<file path="config.mk">
export PLATFORM = sky130hd
export DESIGN_NAME = bms_queue
export DESIGN_NICKNAME = d
export VERILOG_FILES = /design/src/bms_pkg.sv /design/src/bms_queue.sv
export SDC_FILE = /design/constraint.sdc
export NUM_CORES = 1
export LEC_CHECK = 0
export ABC_AREA = 1
export BUFFER_PORTS_ARGS = -buffer_cell sky130_fd_sc_hd__buf_4
export CAP_MARGIN = 25
export CELL_PAD_IN_SITES_DETAIL_PLACEMENT = 1
export CELL_PAD_IN_SITES_GLOBAL_PLACEMENT = 1
export CORE_MARGIN = 2
export CORE_UTILIZATION = 37
export CTS_CLUSTER_SIZE = 28
export DETAILED_ROUTE_END_ITERATION = 8
export PLACE_DENSITY = 0.67
export SLEW_MARGIN = 20
export SYNTH_ARGS = -nofsm -noshare
export SYNTH_HDL_FRONTEND = slang
export SYNTH_SLANG_ARGS = --single-unit
</file>
<file path="constraint.sdc">
create_clock -name clk -period 1.64 [get_ports clk]
set_clock_uncertainty 0.2 [all_clocks]
set_input_delay 0.328 -clock clk [delete_from_list [all_inputs] [get_ports clk]]
set_output_delay 0.328 -clock clk [all_outputs]
set_load 0.01 [all_outputs]
</file>
<file path="src/bms_pkg.sv">
package bms_pkg;

  // Field widths of the request and result ports.
  localparam int ROW_W     = 9;
  localparam int COL_W     = 9;
  localparam int VAL_W     = 24;
  localparam int PT_W      = 17;
  localparam int SCALE_W   = 16;
  localparam int PROJ_W    = 32;
  localparam int CFG_IDX_W = 1;

  // Default map geometry and coordinate format.
  localparam int DEF_MAP_COLS  = 512;
  localparam int DEF_MAP_ROWS  = 512;
  localparam int DEF_FRAC_BITS = 8;

  // Scale registers come out of reset at 1.0 in Q8.8.
  localparam logic [SCALE_W-1:0] SCALE_RESET = 16'd256;

  // Depth of the queue between front and back.
  localparam int QUEUE_DEPTH = 4;

  typedef enum logic {
    CMD_WRITE  = 1'b0,
    CMD_SAMPLE = 1'b1
  } cmd_t;

  typedef enum logic [CFG_IDX_W-1:0] {
    CFG_X_SCALE = 1'b0,
    CFG_Y_SCALE = 1'b1
  } cfg_reg_t;

  // Classification of one queued request. For a write, y0_par and x0_par
  // select the bank. For a sample, the parities of the two neighbour rows
  // and columns steer the bank outputs to the four corners.
  typedef struct packed {
    cmd_t cmd;
    logic y0_par;
    logic y1_par;
    logic x0_par;
    logic x1_par;
  } ctl_t;

  // Bits needed to index n entries, at least one.
  function automatic int idx_bits(input int n);
    return (n > 1) ? $clog2(n) : 1;
  endfunction

  // Bits of an index with its parity bit dropped, at least one.
  function automatic int half_bits(input int n);
    int b;
    b = idx_bits(n);
    return (b > 1) ? b - 1 : 1;
  endfunction

endpackage

</file>
<file path="src/bms_queue.sv">
module bms_queue
  import bms_pkg::*;
#(
  parameter int W = 1
) (
  input  logic         clk,
  input  logic         rst_n,
  input  logic         push,
  input  logic [W-1:0] push_data,
  output logic         pop_valid,
  output logic [W-1:0] pop_data,
  output logic         almost_full
);

  localparam int PTR_W = (QUEUE_DEPTH > 1) ? $clog2(QUEUE_DEPTH) : 1;
  localparam int CNT_W = $clog2(QUEUE_DEPTH + 1);

  logic [W-1:0]     slot_r [QUEUE_DEPTH];
  logic [PTR_W-1:0] wr_ptr_r, wr_ptr_nxt;
  logic [PTR_W-1:0] rd_ptr_r, rd_ptr_nxt;
  logic [CNT_W-1:0] cnt_r, cnt_nxt;
  logic             pop;

  // The back end never stalls, so the head leaves whenever there is one.
  assign pop       = (cnt_r != '0);
  assign pop_valid = pop;
  assign pop_data  = slot_r[rd_ptr_r];

  // The front register may still hold a request, so keep one slot spare.
  assign almost_full = (cnt_r >= CNT_W'(QUEUE_DEPTH - 1));

  always_comb begin
    wr_ptr_nxt = wr_ptr_r;
    rd_ptr_nxt = rd_ptr_r;
    cnt_nxt    = cnt_r;
    if (push) begin
      wr_ptr_nxt = (wr_ptr_r == PTR_W'(QUEUE_DEPTH - 1)) ? '0 : wr_ptr_r + PTR_W'(1);
    end
    if (pop) begin
      rd_ptr_nxt = (rd_ptr_r == PTR_W'(QUEUE_DEPTH - 1)) ? '0 : rd_ptr_r + PTR_W'(1);
    end
    priority if (push && !pop) begin
      cnt_nxt = cnt_r + CNT_W'(1);
    end else if (pop && !push) begin
      cnt_nxt = cnt_r - CNT_W'(1);
    end else begin
      cnt_nxt = cnt_r;
    end
  end

  // Pointers and fill count.
  always_ff @(posedge clk) begin
    if (!rst_n) begin
      wr_ptr_r <= '0;
      rd_ptr_r <= '0;
      cnt_r    <= '0;
    end else begin
      wr_ptr_r <= wr_ptr_nxt;
      rd_ptr_r <= rd_ptr_nxt;
      cnt_r    <= cnt_nxt;
    end
  end

  // Queue slots.
  always_ff @(posedge clk) begin
    if (push) begin
      slot_r[wr_ptr_r] <= push_data;
    end
  end

endmodule

</file>
# Word-level counts from Yosys, hierarchy flattened
# Memory sizes are Yosys's and may differ from the RTL's. A register that Yosys moved wholly into a read port is not among the register bits.
# Index checks and enable logic that the tools add are counted.
# W data, S select, Z words.
# word_totals
ff_bits,7
mem_bits_rw,4
inputBits,4
output_inout_bits,3
wordCells,25
mem_count,1
# memory_table
name,words,width,rd,rd_clocked_by_memory_dff,write_ports,line,rtl
slot_r,4,1,1,1,1,bms_queue.sv:18,logic [W-1:0] slot_r [QUEUE_DEPTH];
# op_classes
addsub,4
order_cmp,1
eq_ne,2
n_mux,8
reduce_logical,6
# op_table
operator,n
$mux W2,4
$mux W3,2
$add A2 B1 Y2 const B,2
$eq A2 B2 Y1 const B,2
$add A3 B1 Y3 const B,1
$ge A3 B2 Y1 const B,1
$reduce_bool A3 Y1,1
$sub A3 B1 Y3 const B,1
$logic_and A1 B1 Y1,2
$logic_not A1 Y1,2
$mux W1,2
$reduce_bool A2 Y1,1

# Logic depth before layout (Yosys ltp)
# logic_depth
ltp_word,4
mapped_depth,12
depth_no_buf,12

# Worst setup path before layout
# No wires, ideal clock.
# synth_timing
path_kind,flip-flop to flip-flop
start,register cnt_r[0]
end,register cnt_r[1]
setup_time_ns,0.119
t_arrival_ns,1.434
required_time_ns,1.321
slack_ns,-0.113
stages_incl_launch_ff,9
path_buffers,0
period_less_slack_ns,1.753
path_cell_list,dfxtp_1 > inv_2 > nand3_4 > clkinv_2 > ha_1 > inv_2 > fa_1 > o21ai_0 > a21oi_1
# synth_between
elab_chain_cells,4
elab_cells_between_ends,9
cone_classes,add/sub (2); mux (2); reduce/logical (5)
# synth_lines
item,line,rtl
"start, declared",bms_queue.sv:21,"logic [CNT_W-1:0] cnt_r, cnt_nxt;"
"start signal, assigned",bms_queue.sv:60,cnt_r <= cnt_nxt;
$reduce_bool A3 Y1,bms_queue.sv:25,assign pop = (cnt_r != '0);
named net pop_valid,bms_queue.sv:10,"output logic pop_valid,"
$logic_not A1 Y1,bms_queue.sv:42,priority if (push && !pop) begin
$logic_and A1 B1 Y1,bms_queue.sv:42,
$mux W3,bms_queue.sv:42,
named net cnt_nxt[1],bms_queue.sv:21,
# The timed path passes the listed nets, and every way through them passes these cells. The select of a mux whose other input is x is not followed.
# A chain may end at the register's enable or synchronous reset.

# Worst setup path in the final report
# layout_timing
start,register cnt_r[1]
end,output pop_valid
# layout_between
elab_chain_cells,1
# layout_lines
item,line
$reduce_bool A3 Y1,bms_queue.sv:25
"end, declared",bms_queue.sv:10
# Every way passes these cells.

==> out/metrics.yaml <==
critical_path:
  worstPathCellList: "inv_2 > nand3_4 > buf_4 > buf_4 > buf_4"
  arrival_ps: 1150
  startpoint: "cnt_r[1]"
  path_buf_inv: 4
  worstPathRequired_ps: 1110
  cp-end-kind: "output port"
  cp_slowest_cell: "dfxtp_2"
  start_kind: "flip-flop"
  r2r-start: "cnt_r[1]"
  cp_slowest_stage_delay_ps: 330
  crit_path_frequent_cell: "buf_4"
  worstSetupPathType: "reg2out"
  cp_top_family: "buffers and inverters"
  crit_path_max_fanout: 3
outcome:
  outcome: "finished, violations left"
  violations: "setup timing"
global_route:
  grt_pass1_wl_um: 1990
  grt_overflow: 0
  track_usage_pct: 14.0
  grt_max_degree: 8
  grt_pass1_vias: 475
  antenna_found_initial: 0
sta:
  fmax_ghz: 0.595
  slew_headroom_pct: 88.3
  min_period_ps: 1680
  worst_hold_slack_ps: 51.6
  hold_viol_final: 0
  fin_ws_ps: -39.9
  drv_slew: 0
  fin_crit_sh_pct: 102
  rsz0062_at_grt: "yes"
  setup_viol: 3
  max_slew.worst_pin.slew_ps: 174
detailed_routing:
  wl_um: 1160
  dr.pass1.iters: 1
  drt-wirelength-per-cell_um: 10.6
  drc: 0
  ant_nets: 0
  vias: 500
  drt_iter0_drc: 0
  viasPerCell: 4.59
min_path:
  hp-start: "push_data"
  hold_class: "in2reg"
floorplan:
  die_w_um: 45.6
  io_pins: 7
  initial_core_util_pct: 38.4
  num_rows: 15
  core_area_mm2: 0.00167
  die_y_um: 45.6
  die_area_mm2: 0.00208
finish:
  syn2layout_area_growth_pct: 31.8
  fin_area_um2: 845
  final_cells: 109
  fillers: 202
  n_antenna_cell: 0
  drive_gt1_share_pct: 42.4
  finish.net_count: 104
clock_tree:
  cts_root_buf: "clkbuf_4"
  path_clk_slew_ps: 80
  htree_levels: 1
  cts_tree: "built"
  hold_buffers: 0
  cts_num_sinks: 13
  numCtsBuffers: 3
  clock_tree.buffer_depth: 2
  clock_latency_ps: 270
placement:
  gp_congestion: 0.701
  place_ws_ps: -64.5
  place_hpwl_um: 941
  io_buffers: 6
  post_dp_cell_area_um2: 788
  dpl.cell_count: 103
yosys:
  syn_inst: 72
  avgSynthCellArea_um2: 8.90
  syn_nets: 83
  ys_warn_count: 0
  ys_ff_latch: 13
  yosysUniqueCellTypes: 18
  syn_area_um2: 641
  yosysSeqAreaShare_pct: 46.9
power:
  vdd_drop_max_mv: 0.965
  power.density_mw_per_mm2: 1890
  power.leakage_nw: 0.412
run:
  cap_violations: 0
==> worst paths after layout <==
check / cells after the start / slack, ps / endpoint
hold / removal: 1 / 50 / slot_r[2]
hold reg to reg: 3 / 350 / cnt_r[2]
setup reg to reg: 8 / -30 / cnt_r[1]
setup / recovery: 5 / -40 / pop_valid
==> per-layer routing <==
| layer | vias to the layer above | GRT usage [%] | share of wire, % |
|---|---|---|---|
| met4 | 0 | 5.29 | 0.86 |
| li1 | 266 | - | - |
| met2 | 8 | 20.8 | 49 |
| met1 | 224 | 17.1 | 46 |
| met5 | - | 0 | 0 |
| met3 | 2 | 7.14 | 4.7 |
==> logic make-up after synthesis <==
logic type | after synthesis | synth area share, %
flip-flops | 13 | 46.9
AO/OA/AOI/OAI | 11 | 8.59
buffers and inverters | 17 | 10.7
AND/OR/NAND/NOR | 23 | 17.6
XOR/XNOR | 1 | 1.37
adder cells (fa/ha/maj) | 7 | 14.8
==> power breakdown <==
part           total [W]  switching (W)  internal (W)
clock network   0.000198       0.000104     0.0000943
logic           0.000901       0.000434      0.000467
registers       0.000500      0.0000609      0.000439
total            0.00160       0.000598       0.00100
==> metrics by stage <==
step                util [%]  TNS (ps)  total power [W]
global placement        47.2     -19.2          0.00128
CTS                     49.6     -57.5          0.00156
detailed placement      47.2     -79.0          0.00131
floorplan                  -     -13.3         0.000964
finish                  50.6     -84.7          0.00160
global route            50.6      -394          0.00176
==> cell usage after synthesis <==
| cell type | instances | area share (%) |
|---|---|---|
| a21oi_1 | 3 | 2.3 |
| edfxtp_1 | 4 | 19 |
| nand3_1 | 1 | 0.78 |
| nor2_1 | 11 | 6.4 |
| clkinv_2 | 1 | 0.78 |
| buf_4 | 1 | 1.2 |
| inv_2 | 4 | 2.3 |
| nand4_1 | 1 | 0.98 |
| dfxtp_1 | 9 | 28 |
| nand2_2 | 1 | 0.98 |
| nand2_1 | 7 | 4.1 |
| nor3_2 | 1 | 1.6 |
| fa_1 | 1 | 3.1 |
| nand3_4 | 1 | 2.7 |
| ha_1 | 6 | 12 |
| inv_1 | 11 | 6.4 |
| xnor2_1 | 1 | 1.4 |
| o21ai_0 | 8 | 6.3 |
==> worst register-to-register path: stages, from the launching register on <==
cell and delay [ps]:
dfxtp_2 340, inv_2 50, nand3_4 90, clkinv_4 60, ha_4 150, inv_2 60, fa_2 430, o21ai_2 140
a21oi_1 50
==> layout by cell type, fill, tap and decap left out, types with 2 or more instances in the layout <==
| cell type | n |
|---|---|
| a21oi_1 | 3 |
| inv_2 | 6 |
| dfxtp_2 | 4 |
| dfxtp_1 | 5 |
| nand2_1 | 7 |
| o21ai_0 | 4 |
| nor2_1 | 11 |
| o21ai_2 | 2 |
| edfxtp_1 | 4 |
| clkbuf_4 | 3 |
| buf_4 | 17 |
| ha_1 | 5 |
| o21ai_1 | 2 |
| inv_1 | 9 |
==> layout make-up <==
class                   count  area, µm²  share of cell area [%]
well taps                  17       21.3                    2.52
flip-flops and latches     13        305                    36.1
inverters                  16       65.1                    7.70
clock buffers               4       26.3                    3.11
repair buffers             17        128                    15.1
multi-input cells          42        299                    35.4
==> what timing repair did <==
| item | CTS | global route |
|---|---|---|
| setup buffers | 1 | 1 |
| hold endpoints to repair | 0 | 0 |
| pin swaps | 2 | 1 |
| setup endpoints to repair | 3 | 4 |
| gates resized for setup | 4 | 6 |
(Power assumes the default switching activity.)
