`src/bms_pkg.sv`:
```
package bms_pkg;

  // Field widths of the request and result ports.
  localparam int ROW_W     = 9;
  localparam int COL_W     = 9;
  localparam int VAL_W     = 24;
  localparam int PT_W      = 17;
  localparam int SCALE_W   = 16;
  localparam int PROJ_W    = 32;
  localparam int CFG_IDX_W = 1;

  // Default map geometry and coordinate format.
  localparam int DEF_MAP_COLS  = 512;
  localparam int DEF_MAP_ROWS  = 512;
  localparam int DEF_FRAC_BITS = 8;

  // Scale registers come out of reset at 1.0 in Q8.8.
  localparam logic [SCALE_W-1:0] SCALE_RESET = 16'd256;

  // Depth of the queue between front and back.
  localparam int QUEUE_DEPTH = 4;

  typedef enum logic {
    CMD_WRITE  = 1'b0,
    CMD_SAMPLE = 1'b1
  } cmd_t;

  typedef enum logic [CFG_IDX_W-1:0] {
    CFG_X_SCALE = 1'b0,
    CFG_Y_SCALE = 1'b1
  } cfg_reg_t;

  // Classification of one queued request. For a write, y0_par and x0_par
  // select the bank. For a sample, the parities of the two neighbour rows
  // and columns steer the bank outputs to the four corners.
  typedef struct packed {
    cmd_t cmd;
    logic y0_par;
    logic y1_par;
    logic x0_par;
    logic x1_par;
  } ctl_t;

  // Bits needed to index n entries, at least one.
  function automatic int idx_bits(input int n);
    return (n > 1) ? $clog2(n) : 1;
  endfunction

  // Bits of an index with its parity bit dropped, at least one.
  function automatic int half_bits(input int n);
    int b;
    b = idx_bits(n);
    return (b > 1) ? b - 1 : 1;
  endfunction

endpackage

```
`src/bms_front.sv`:
```
module bms_front
  import bms_pkg::*;
#(
  parameter int MAP_COLS  = DEF_MAP_COLS,
  parameter int MAP_ROWS  = DEF_MAP_ROWS,
  parameter int FRAC_BITS = DEF_FRAC_BITS
) (
  input  logic                               clk,
  input  logic                               rst_n,
  input  logic                               start,
  input  logic                               busy,
  input  logic                               in_command,
  input  logic [ROW_W-1:0]                   in_map_row,
  input  logic [COL_W-1:0]                   in_map_col,
  input  logic signed [VAL_W-1:0]            in_map_x_value,
  input  logic signed [VAL_W-1:0]            in_map_y_value,
  input  logic [PT_W-1:0]                    in_point_x,
  input  logic [PT_W-1:0]                    in_point_y,
  output logic                               push_valid,
  output ctl_t                               push_ctl,
  output logic [half_bits(MAP_ROWS)-1:0]     raddr_even,
  output logic [half_bits(MAP_ROWS)-1:0]     raddr_odd,
  output logic [half_bits(MAP_COLS)-1:0]     caddr_even,
  output logic [half_bits(MAP_COLS)-1:0]     caddr_odd,
  output logic [FRAC_BITS-1:0]               tx,
  output logic [FRAC_BITS-1:0]               ty,
  output logic signed [VAL_W-1:0]            wx,
  output logic signed [VAL_W-1:0]            wy
);

  localparam int RB  = idx_bits(MAP_ROWS);
  localparam int CB  = idx_bits(MAP_COLS);
  localparam int HRB = half_bits(MAP_ROWS);
  localparam int HCB = half_bits(MAP_COLS);

  logic            accept;
  cmd_t            cmd;
  logic            wr_ok;
  logic [PT_W-1:0] cx_raw;
  logic [PT_W-1:0] cy_raw;
  logic [CB-1:0]   px0;
  logic [CB-1:0]   px1;
  logic [RB-1:0]   py0;
  logic [RB-1:0]   py1;
  logic [RB-1:0]   wrow;
  logic [CB-1:0]   wcol;

  logic                    vld_r, vld_nxt;
  ctl_t                    ctl_r, ctl_nxt;
  logic [HRB-1:0]          re_r, re_nxt;
  logic [HRB-1:0]          ro_r, ro_nxt;
  logic [HCB-1:0]          ce_r, ce_nxt;
  logic [HCB-1:0]          co_r, co_nxt;
  logic [FRAC_BITS-1:0]    tx_r;
  logic [FRAC_BITS-1:0]    ty_r;
  logic signed [VAL_W-1:0] wx_r;
  logic signed [VAL_W-1:0] wy_r;

  assign accept = start & ~busy;
  assign cmd    = cmd_t'(in_command);

  // A write outside the map is dropped here and never reaches the queue.
  assign wr_ok = (32'(in_map_row) < 32'(MAP_ROWS)) && (32'(in_map_col) < 32'(MAP_COLS));

  // Split the point into an integer cell and clamp the cell and its
  // neighbour to the last row and column.
  assign cx_raw = in_point_x >> FRAC_BITS;
  assign cy_raw = in_point_y >> FRAC_BITS;

  always_comb begin
    px0  = (32'(cx_raw) > 32'(MAP_COLS - 1)) ? CB'(MAP_COLS - 1) : CB'(cx_raw);
    py0  = (32'(cy_raw) > 32'(MAP_ROWS - 1)) ? RB'(MAP_ROWS - 1) : RB'(cy_raw);
    px1  = (32'(px0) == 32'(MAP_COLS - 1)) ? px0 : px0 + CB'(1);
    py1  = (32'(py0) == 32'(MAP_ROWS - 1)) ? py0 : py0 + RB'(1);
    wrow = RB'(in_map_row);
    wcol = CB'(in_map_col);
  end

  // Bank addresses: each bank holds one row parity and one column parity,
  // so the even and odd neighbours are addressed separately.
  always_comb begin
    vld_nxt     = accept & ((cmd == CMD_SAMPLE) | wr_ok);
    ctl_nxt.cmd = cmd;
    unique case (cmd)
      CMD_WRITE: begin
        ctl_nxt.y0_par = wrow[0];
        ctl_nxt.y1_par = wrow[0];
        ctl_nxt.x0_par = wcol[0];
        ctl_nxt.x1_par = wcol[0];
        re_nxt         = HRB'(wrow >> 1);
        ro_nxt         = HRB'(wrow >> 1);
        ce_nxt         = HCB'(wcol >> 1);
        co_nxt         = HCB'(wcol >> 1);
      end
      CMD_SAMPLE: begin
        ctl_nxt.y0_par = py0[0];
        ctl_nxt.y1_par = py1[0];
        ctl_nxt.x0_par = px0[0];
        ctl_nxt.x1_par = px1[0];
        re_nxt         = HRB'((py0[0] ? py1 : py0) >> 1);
        ro_nxt         = HRB'((py0[0] ? py0 : py1) >> 1);
        ce_nxt         = HCB'((px0[0] ? px1 : px0) >> 1);
        co_nxt         = HCB'((px0[0] ? px0 : px1) >> 1);
      end
    endcase
  end

  // Valid flag of the front register.
  always_ff @(posedge clk) begin
    if (!rst_n) begin
      vld_r <= 1'b0;
    end else begin
      vld_r <= vld_nxt;
    end
  end

  // Payload of the front register.
  always_ff @(posedge clk) begin
    if (accept) begin
      ctl_r <= ctl_nxt;
      re_r  <= re_nxt;
      ro_r  <= ro_nxt;
      ce_r  <= ce_nxt;
      co_r  <= co_nxt;
      tx_r  <= in_point_x[FRAC_BITS-1:0];
      ty_r  <= in_point_y[FRAC_BITS-1:0];
      wx_r  <= in_map_x_value;
      wy_r  <= in_map_y_value;
    end
  end

  assign push_valid = vld_r;
  assign push_ctl   = ctl_r;
  assign raddr_even = re_r;
  assign raddr_odd  = ro_r;
  assign caddr_even = ce_r;
  assign caddr_odd  = co_r;
  assign tx         = tx_r;
  assign ty         = ty_r;
  assign wx         = wx_r;
  assign wy         = wy_r;

endmodule

```
`config.mk`:
```
export PLATFORM = sky130hd
export DESIGN_NAME = bms_front
export DESIGN_NICKNAME = d
export VERILOG_FILES = /design/src/bms_pkg.sv /design/src/bms_front.sv
export SDC_FILE = /design/constraint.sdc
export NUM_CORES = 1
export LEC_CHECK = 0
export CORE_MARGIN = 2
export CORE_UTILIZATION = 55
export DETAILED_ROUTE_END_ITERATION = 10
export DONT_BUFFER_PORTS = 1
export PLACE_DENSITY = 0.77
export SYNTH_ARGS = -nofsm -noshare
export SYNTH_HDL_FRONTEND = slang
export SYNTH_SLANG_ARGS = --single-unit
```
`constraint.sdc`:
```
create_clock -name clk -period 7.5 [get_ports clk]
set_clock_uncertainty 0.2 [all_clocks]
set_input_delay 1.5 -clock clk [delete_from_list [all_inputs] [get_ports clk]]
set_output_delay 1.5 -clock clk [all_outputs]
set_load 0.05 [all_outputs]
```
After elaboration in Yosys (flattened, before gate mapping)
Index checks and enable logic that the tools add are counted.
{ "classes": {"eq_ne": 2, "bitwise": 3, "n_addsub": 2, "muxes": 13, "n_lt_le_gt_ge": 2} }
{ "op_table": {"columns": ["op", "count"], "rows": [
  ["two-way mux 9 bit", 8],
  ["case mux 8 bit (2 select lines)", 4],
  ["adder 9 x 1 -> 9 bit (second input constant)", 2],
  ["equality test 9 bit (second input constant)", 2],
  ["greater-than comparator 9 bit (second input constant)", 2],
  ["case mux 4 bit (2 select lines)", 1],
  ["NOT 1 bit", 2],
  ["bitwise AND 1 bit", 1]
]} }
{ "totals": {"regBits": 102, "input_bits": 105, "wordCells": 36, "out_inout_bits": 102} }

Longest topological paths before layout
{ "depth": {"ltp_word": 6, "depth_mapped": 6, "ltp_nobuf": 4} }

Least setup slack after synthesis
Ideal clock, no wire load.
{ "synth_timing": {"path_kind": "input-to-reg", "start": "in busy", "end": "reg ce_r[0] (netlist: caddr_even[0]) (enable)", "arrival_time_ps": 6012, "stages": 1, "t_required_ps": 6724, "n_path_buf": 0, "path_slack_ps": 712, "setup_time_ps": 576, "cell_sequence": "nor2b_1"} }
{ "synth_between": {"elab_chain_len": 2} }
{ "synth_lines": {"columns": ["element", "line_no", "source"], "rows": [
  ["start, declared", "bms_front.sv:11", "input logic busy,"],
  ["NOT 1 bit", "bms_front.sv:59", "assign accept = start & ~busy;"],
  ["bitwise AND 1 bit", "bms_front.sv:59", null],
  ["end signal, assigned", "bms_front.sv:123", "ce_r <= ce_nxt;"],
  ["end, declared", "bms_front.sv:52", "logic [HCB-1:0] ce_r, ce_nxt;"]
]} }
Every way passes these cells.
A chain may end at the register's enable or synchronous reset.

Worst setup path in the final report
{ "layout_timing": {"start": "in start", "end": "reg re_r[1] (netlist: raddr_even[1]) (enable)"} }
{ "layout_between": {"elab_chain_len": 1} }
{ "layout_lines": {"columns": ["element", "line_no", "source"], "rows": [
  ["start, declared", "bms_front.sv:10", "input logic start,"],
  ["bitwise AND 1 bit", "bms_front.sv:59", null],
  ["end signal, assigned", "bms_front.sv:121", "re_r <= re_nxt;"],
  ["end, declared", "bms_front.sv:50", "logic [HRB-1:0] re_r, re_nxt;"]
]} }
Every way passes these cells.

==> flow_results.xml <==
<?xml version="1.0" encoding="UTF-8"?>
<metrics>
  <group name="clock_tree">
    <metric name="cts_repair_resize_count" unit="">0</metric>
    <metric name="cts.reportedPaths.clkPinSlew" unit="ps">100</metric>
    <metric name="ctsHtreeMaxLevel" unit="">3</metric>
    <metric name="root_buffer" unit="">sky130_fd_sc_hd__clkbuf_8</metric>
    <metric name="cts_tree" unit="">done</metric>
    <metric name="tritoncts.num_buffers" unit="">9</metric>
    <metric name="holdBufCountCts" unit="">0</metric>
    <metric name="cts-root-to-sink-buffers" unit="">2</metric>
    <metric name="num_clock_sinks" unit="">102</metric>
    <metric name="cts_post_setup_buffers_inserted" unit="">0</metric>
  </group>
  <group name="final_layout">
    <metric name="areaGrowthSynthToFinish" unit="%">7.18</metric>
    <metric name="fillers" unit="">572</metric>
    <metric name="fraction_of_final_layout_cells_with_drive_strength_greater_than_1" unit="%">12.3</metric>
    <metric name="ff_latch_area" unit="mm²">0.00305</metric>
    <metric name="commonest_non_fill_non_tap_cells_in_the_layout" unit="">101 x sky130_fd_sc_hd__edfxtp_1, 23 x sky130_fd_sc_hd__nand2_1, 9 x sky130_fd_sc_hd__nand3_1, 9 x sky130_fd_sc_hd__nor2_1, 9 x sky130_fd_sc_hd__clkbuf_8</metric>
    <metric name="final_common_cell" unit="">sky130_fd_sc_hd__edfxtp_1</metric>
    <metric name="number_of_nets_in_the_final_layout" unit="">362</metric>
    <metric name="multi_input_comb_area" unit="µm²">888</metric>
  </group>
  <group name="detailed_routing">
    <metric name="drtIter0Drc" unit="">78</metric>
    <metric name="vias" unit="">2213</metric>
    <metric name="avgViaCountPerCell" unit="">6.15</metric>
    <metric name="drt-pass1-iter-count" unit="">4</metric>
    <metric name="antenna_left" unit="">0</metric>
    <metric name="wl" unit="mm">8.17</metric>
    <metric name="wire_per_inst" unit="µm">22.7</metric>
    <metric name="post-route-drc-count" unit="">0</metric>
  </group>
  <group name="die">
    <metric name="design.die.area" unit="mm²">0.00808</metric>
    <metric name="die_height" unit="µm">89.9</metric>
    <metric name="fp.coreArea" unit="mm²">0.00721</metric>
    <metric name="row_count" unit="">31</metric>
    <metric name="floorplan.io_pins" unit="">207</metric>
    <metric name="die_w" unit="µm">89.9</metric>
    <metric name="initial_utilization" unit="%">56.3</metric>
  </group>
  <group name="global_route">
    <metric name="first_global_vias" unit="">2090</metric>
    <metric name="grt_pass1_wl" unit="mm">12.0</metric>
    <metric name="pin_count_of_the_biggest_net_entering_global_routing" unit="">103</metric>
    <metric name="antenna_found_initial" unit="">1</metric>
    <metric name="overflow" unit="">0</metric>
    <metric name="track_usage" unit="%">19.6</metric>
  </group>
  <group name="timing">
    <metric name="fin_crit" unit="ps">2810</metric>
    <metric name="setup_repair_after_global_routing_missed_its_margin" unit="">no</metric>
    <metric name="worst-slew-pin-transition" unit="ps">1210</metric>
    <metric name="finalCritPeriodShare" unit="%">37.4</metric>
    <metric name="final-max-slew-violation-count" unit="">0</metric>
    <metric name="fin_tns_setup" unit="ps">0</metric>
    <metric name="max_freq" unit="MHz">356</metric>
    <metric name="setup-violations-final" unit="">0</metric>
    <metric name="max_slew_margin" unit="%">19.2</metric>
    <metric name="hold_violations" unit="">0</metric>
  </group>
  <group name="outcome">
    <metric name="outcome" unit="">completed</metric>
  </group>
  <group name="placed_design">
    <metric name="port_buffers" unit="">0</metric>
    <metric name="dpl.hpwl" unit="mm">5.88</metric>
    <metric name="place_congestion" unit="">0.826</metric>
  </group>
  <group name="critical_path">
    <metric name="cp-end-kind" unit="">flop</metric>
    <metric name="cp_cell_sequence" unit="">nor2b_4 -&gt; buf_4</metric>
    <metric name="data_required_time_at_the_worst_endpoint" unit="ps">7270</metric>
    <metric name="startpoint_type" unit="">input pin</metric>
    <metric name="crit_path_top_delay_cell" unit="">sky130_fd_sc_hd__buf_4</metric>
    <metric name="cp_data_arrival_time" unit="ps">2580</metric>
    <metric name="crit_type" unit="">in -&gt; reg</metric>
    <metric name="critical_path.max_stage_delay" unit="ps">930</metric>
    <metric name="critical_path.n_buffers_inverters" unit="">1</metric>
    <metric name="family_of_cells_with_the_greatest_summed_delay_on_the_critical_path" unit="">buffers and inverters</metric>
    <metric name="critical_path.max_fanout" unit="">102</metric>
  </group>
  <group name="logic_synthesis">
    <metric name="post_synth_xor_area_fraction" unit="%">0</metric>
    <metric name="avgSynthCellArea" unit="µm²">15.6</metric>
    <metric name="ys_seq_elements" unit="">102</metric>
    <metric name="synth_top_cell_by_area" unit="">sky130_fd_sc_hd__edfxtp_1</metric>
    <metric name="synth_warnings" unit="">0</metric>
    <metric name="mappedNetlistNets" unit="">368</metric>
    <metric name="post_synthesis_instance_total" unit="">261</metric>
    <metric name="post_synth_fa_ha_maj_area_fraction" unit="%">0.617</metric>
    <metric name="synth_sequential_area_ratio" unit="%">75.2</metric>
    <metric name="yosys-mux-area-fraction" unit="%">0.555</metric>
    <metric name="syn_area" unit="mm²">0.00406</metric>
    <metric name="yosys_most_used_dff" unit="">sky130_fd_sc_hd__edfxtp_1</metric>
    <metric name="main_combinational_cell_family_by_area_after_synthesis" unit="">compound AO/OA/AOI/OAI gates</metric>
    <metric name="synth_compound_gate_area_share" unit="%">10.4</metric>
    <metric name="synth_enable_flop_cells" unit="">101</metric>
    <metric name="ys_types" unit="">50</metric>
    <metric name="synth_top_area_share" unit="%">74.7</metric>
    <metric name="async_flop_share" unit="%">0</metric>
    <metric name="netlist_top_cells_area" unit="">sky130_fd_sc_hd__edfxtp_1 75%, sky130_fd_sc_hd__nand2_1 2.1%, sky130_fd_sc_hd__buf_2 1.2%</metric>
    <metric name="post_synth_and_or_nand_nor_area_fraction" unit="%">10.2</metric>
  </group>
  <group name="power">
    <metric name="static_leakage" unit="nW">1.43</metric>
    <metric name="power.density_cell_area" unit="mW/mm²">294</metric>
    <metric name="max-vdd-ir-drop" unit="V">0.000105</metric>
    <metric name="design_power_total" unit="W">0.00128</metric>
  </group>
  <group name="flow_run">
    <metric name="maxCapViolCount" unit="">0</metric>
  </group>
  <group name="min_path">
    <metric name="worst_hold_path_type" unit="">in -&gt; reg</metric>
  </group>
</metrics>
Yosys cell counts (all sizes together) (2+ instances only):
cell,count
a21o,3
a221oi,2
clkbuf,4
o2111ai,2
a31oi,5
nor2,9
o31ai,5
nand2,23
inv,8
o21ai,8
o221ai,2
nor3,3
buf,14
a211oi,2
ha,2
nand3,9
a21oi,4
o2bb2ai,2
o22a,2
and4,4
nand4,11
a211o,2
and3,3
or3,3
a311oi,2
o311ai,3
nor2b,3
edfxtp,101
o22ai,4
mux2,2
nand2b,3
stage by stage:
stage / utilization (%) / hold slack (ps) / setup WS [ps] / cells / instance area, µm²
after floorplan: - / 1400 / 712 / 261 / 4060
after global placement: 56.9 / 1400 / 4370 / 343 / 4100
after detailed placement: 56.9 / 1400 / 4310 / 343 / 4100
after CTS: 60.3 / 1020 / 4680 / 359 / 4350
after global routing: 60.3 / 1000 / 4620 / 360 / 4350
final: 60.3 / 1030 / 4690 / 360 / 4350
metal layers:
metal / track usage, % / part of all wire [%] / vias to the layer above
li1: - / - / 1015
met1: 23.1 / 39 / 1050
met2: 32.6 / 51 / 140
met3: 9.22 / 9.7 / 8
met4: 5.00 / 0.87 / 0
met5: 0 / 0 / -
cell type report:
| type | instances | area share, % |
|---|---|---|
| multi-input combinational | 133 | 20.4 |
| clock inverter | 6 | 2.70 |
| tap | 99 | 2.85 |
| sequential | 102 | 70.2 |
| inverter | 8 | 0.690 |
| clock buffer | 10 | 2.93 |
| antenna | 1 | 0.0575 |
| timing repair buffer | 1 | 0.173 |
worst paths after layout:
| kind | endpoint | slack (ps) | cells past startpoint | from |
|---|---|---|---|---|
| worst max-delay path | raddr_even[1] | 4690 | 2 | start |
| worst min-delay path | wx[5] | 1030 | 0 | in_map_x_value[5] |
registers in the layout, indices dropped and copies added (netlist names):
signal,flops
ty,8
raddr_even,8
wx,24
caddr_odd,8
tx,8
wy,24
caddr_even,8
raddr_odd,8
push_valid,1
push_ctl,5
cell families (layout without fill, tap and decap cells):
logic type	count (synthesis)	after routing
other cells	0	1
simple gates	75	75
buf+inv	26	25
flops	102	102
compound gates	54	54
mux	2	2
fa+ha+maj	2	2
power by group:
part	internal, W	switching (W)
clock	0.000225	0.000182
sequential	0.000676	0.000150
combinational	0.0000169	0.0000278
total	0.000919	0.000360
(Power assumes the default switching activity.)
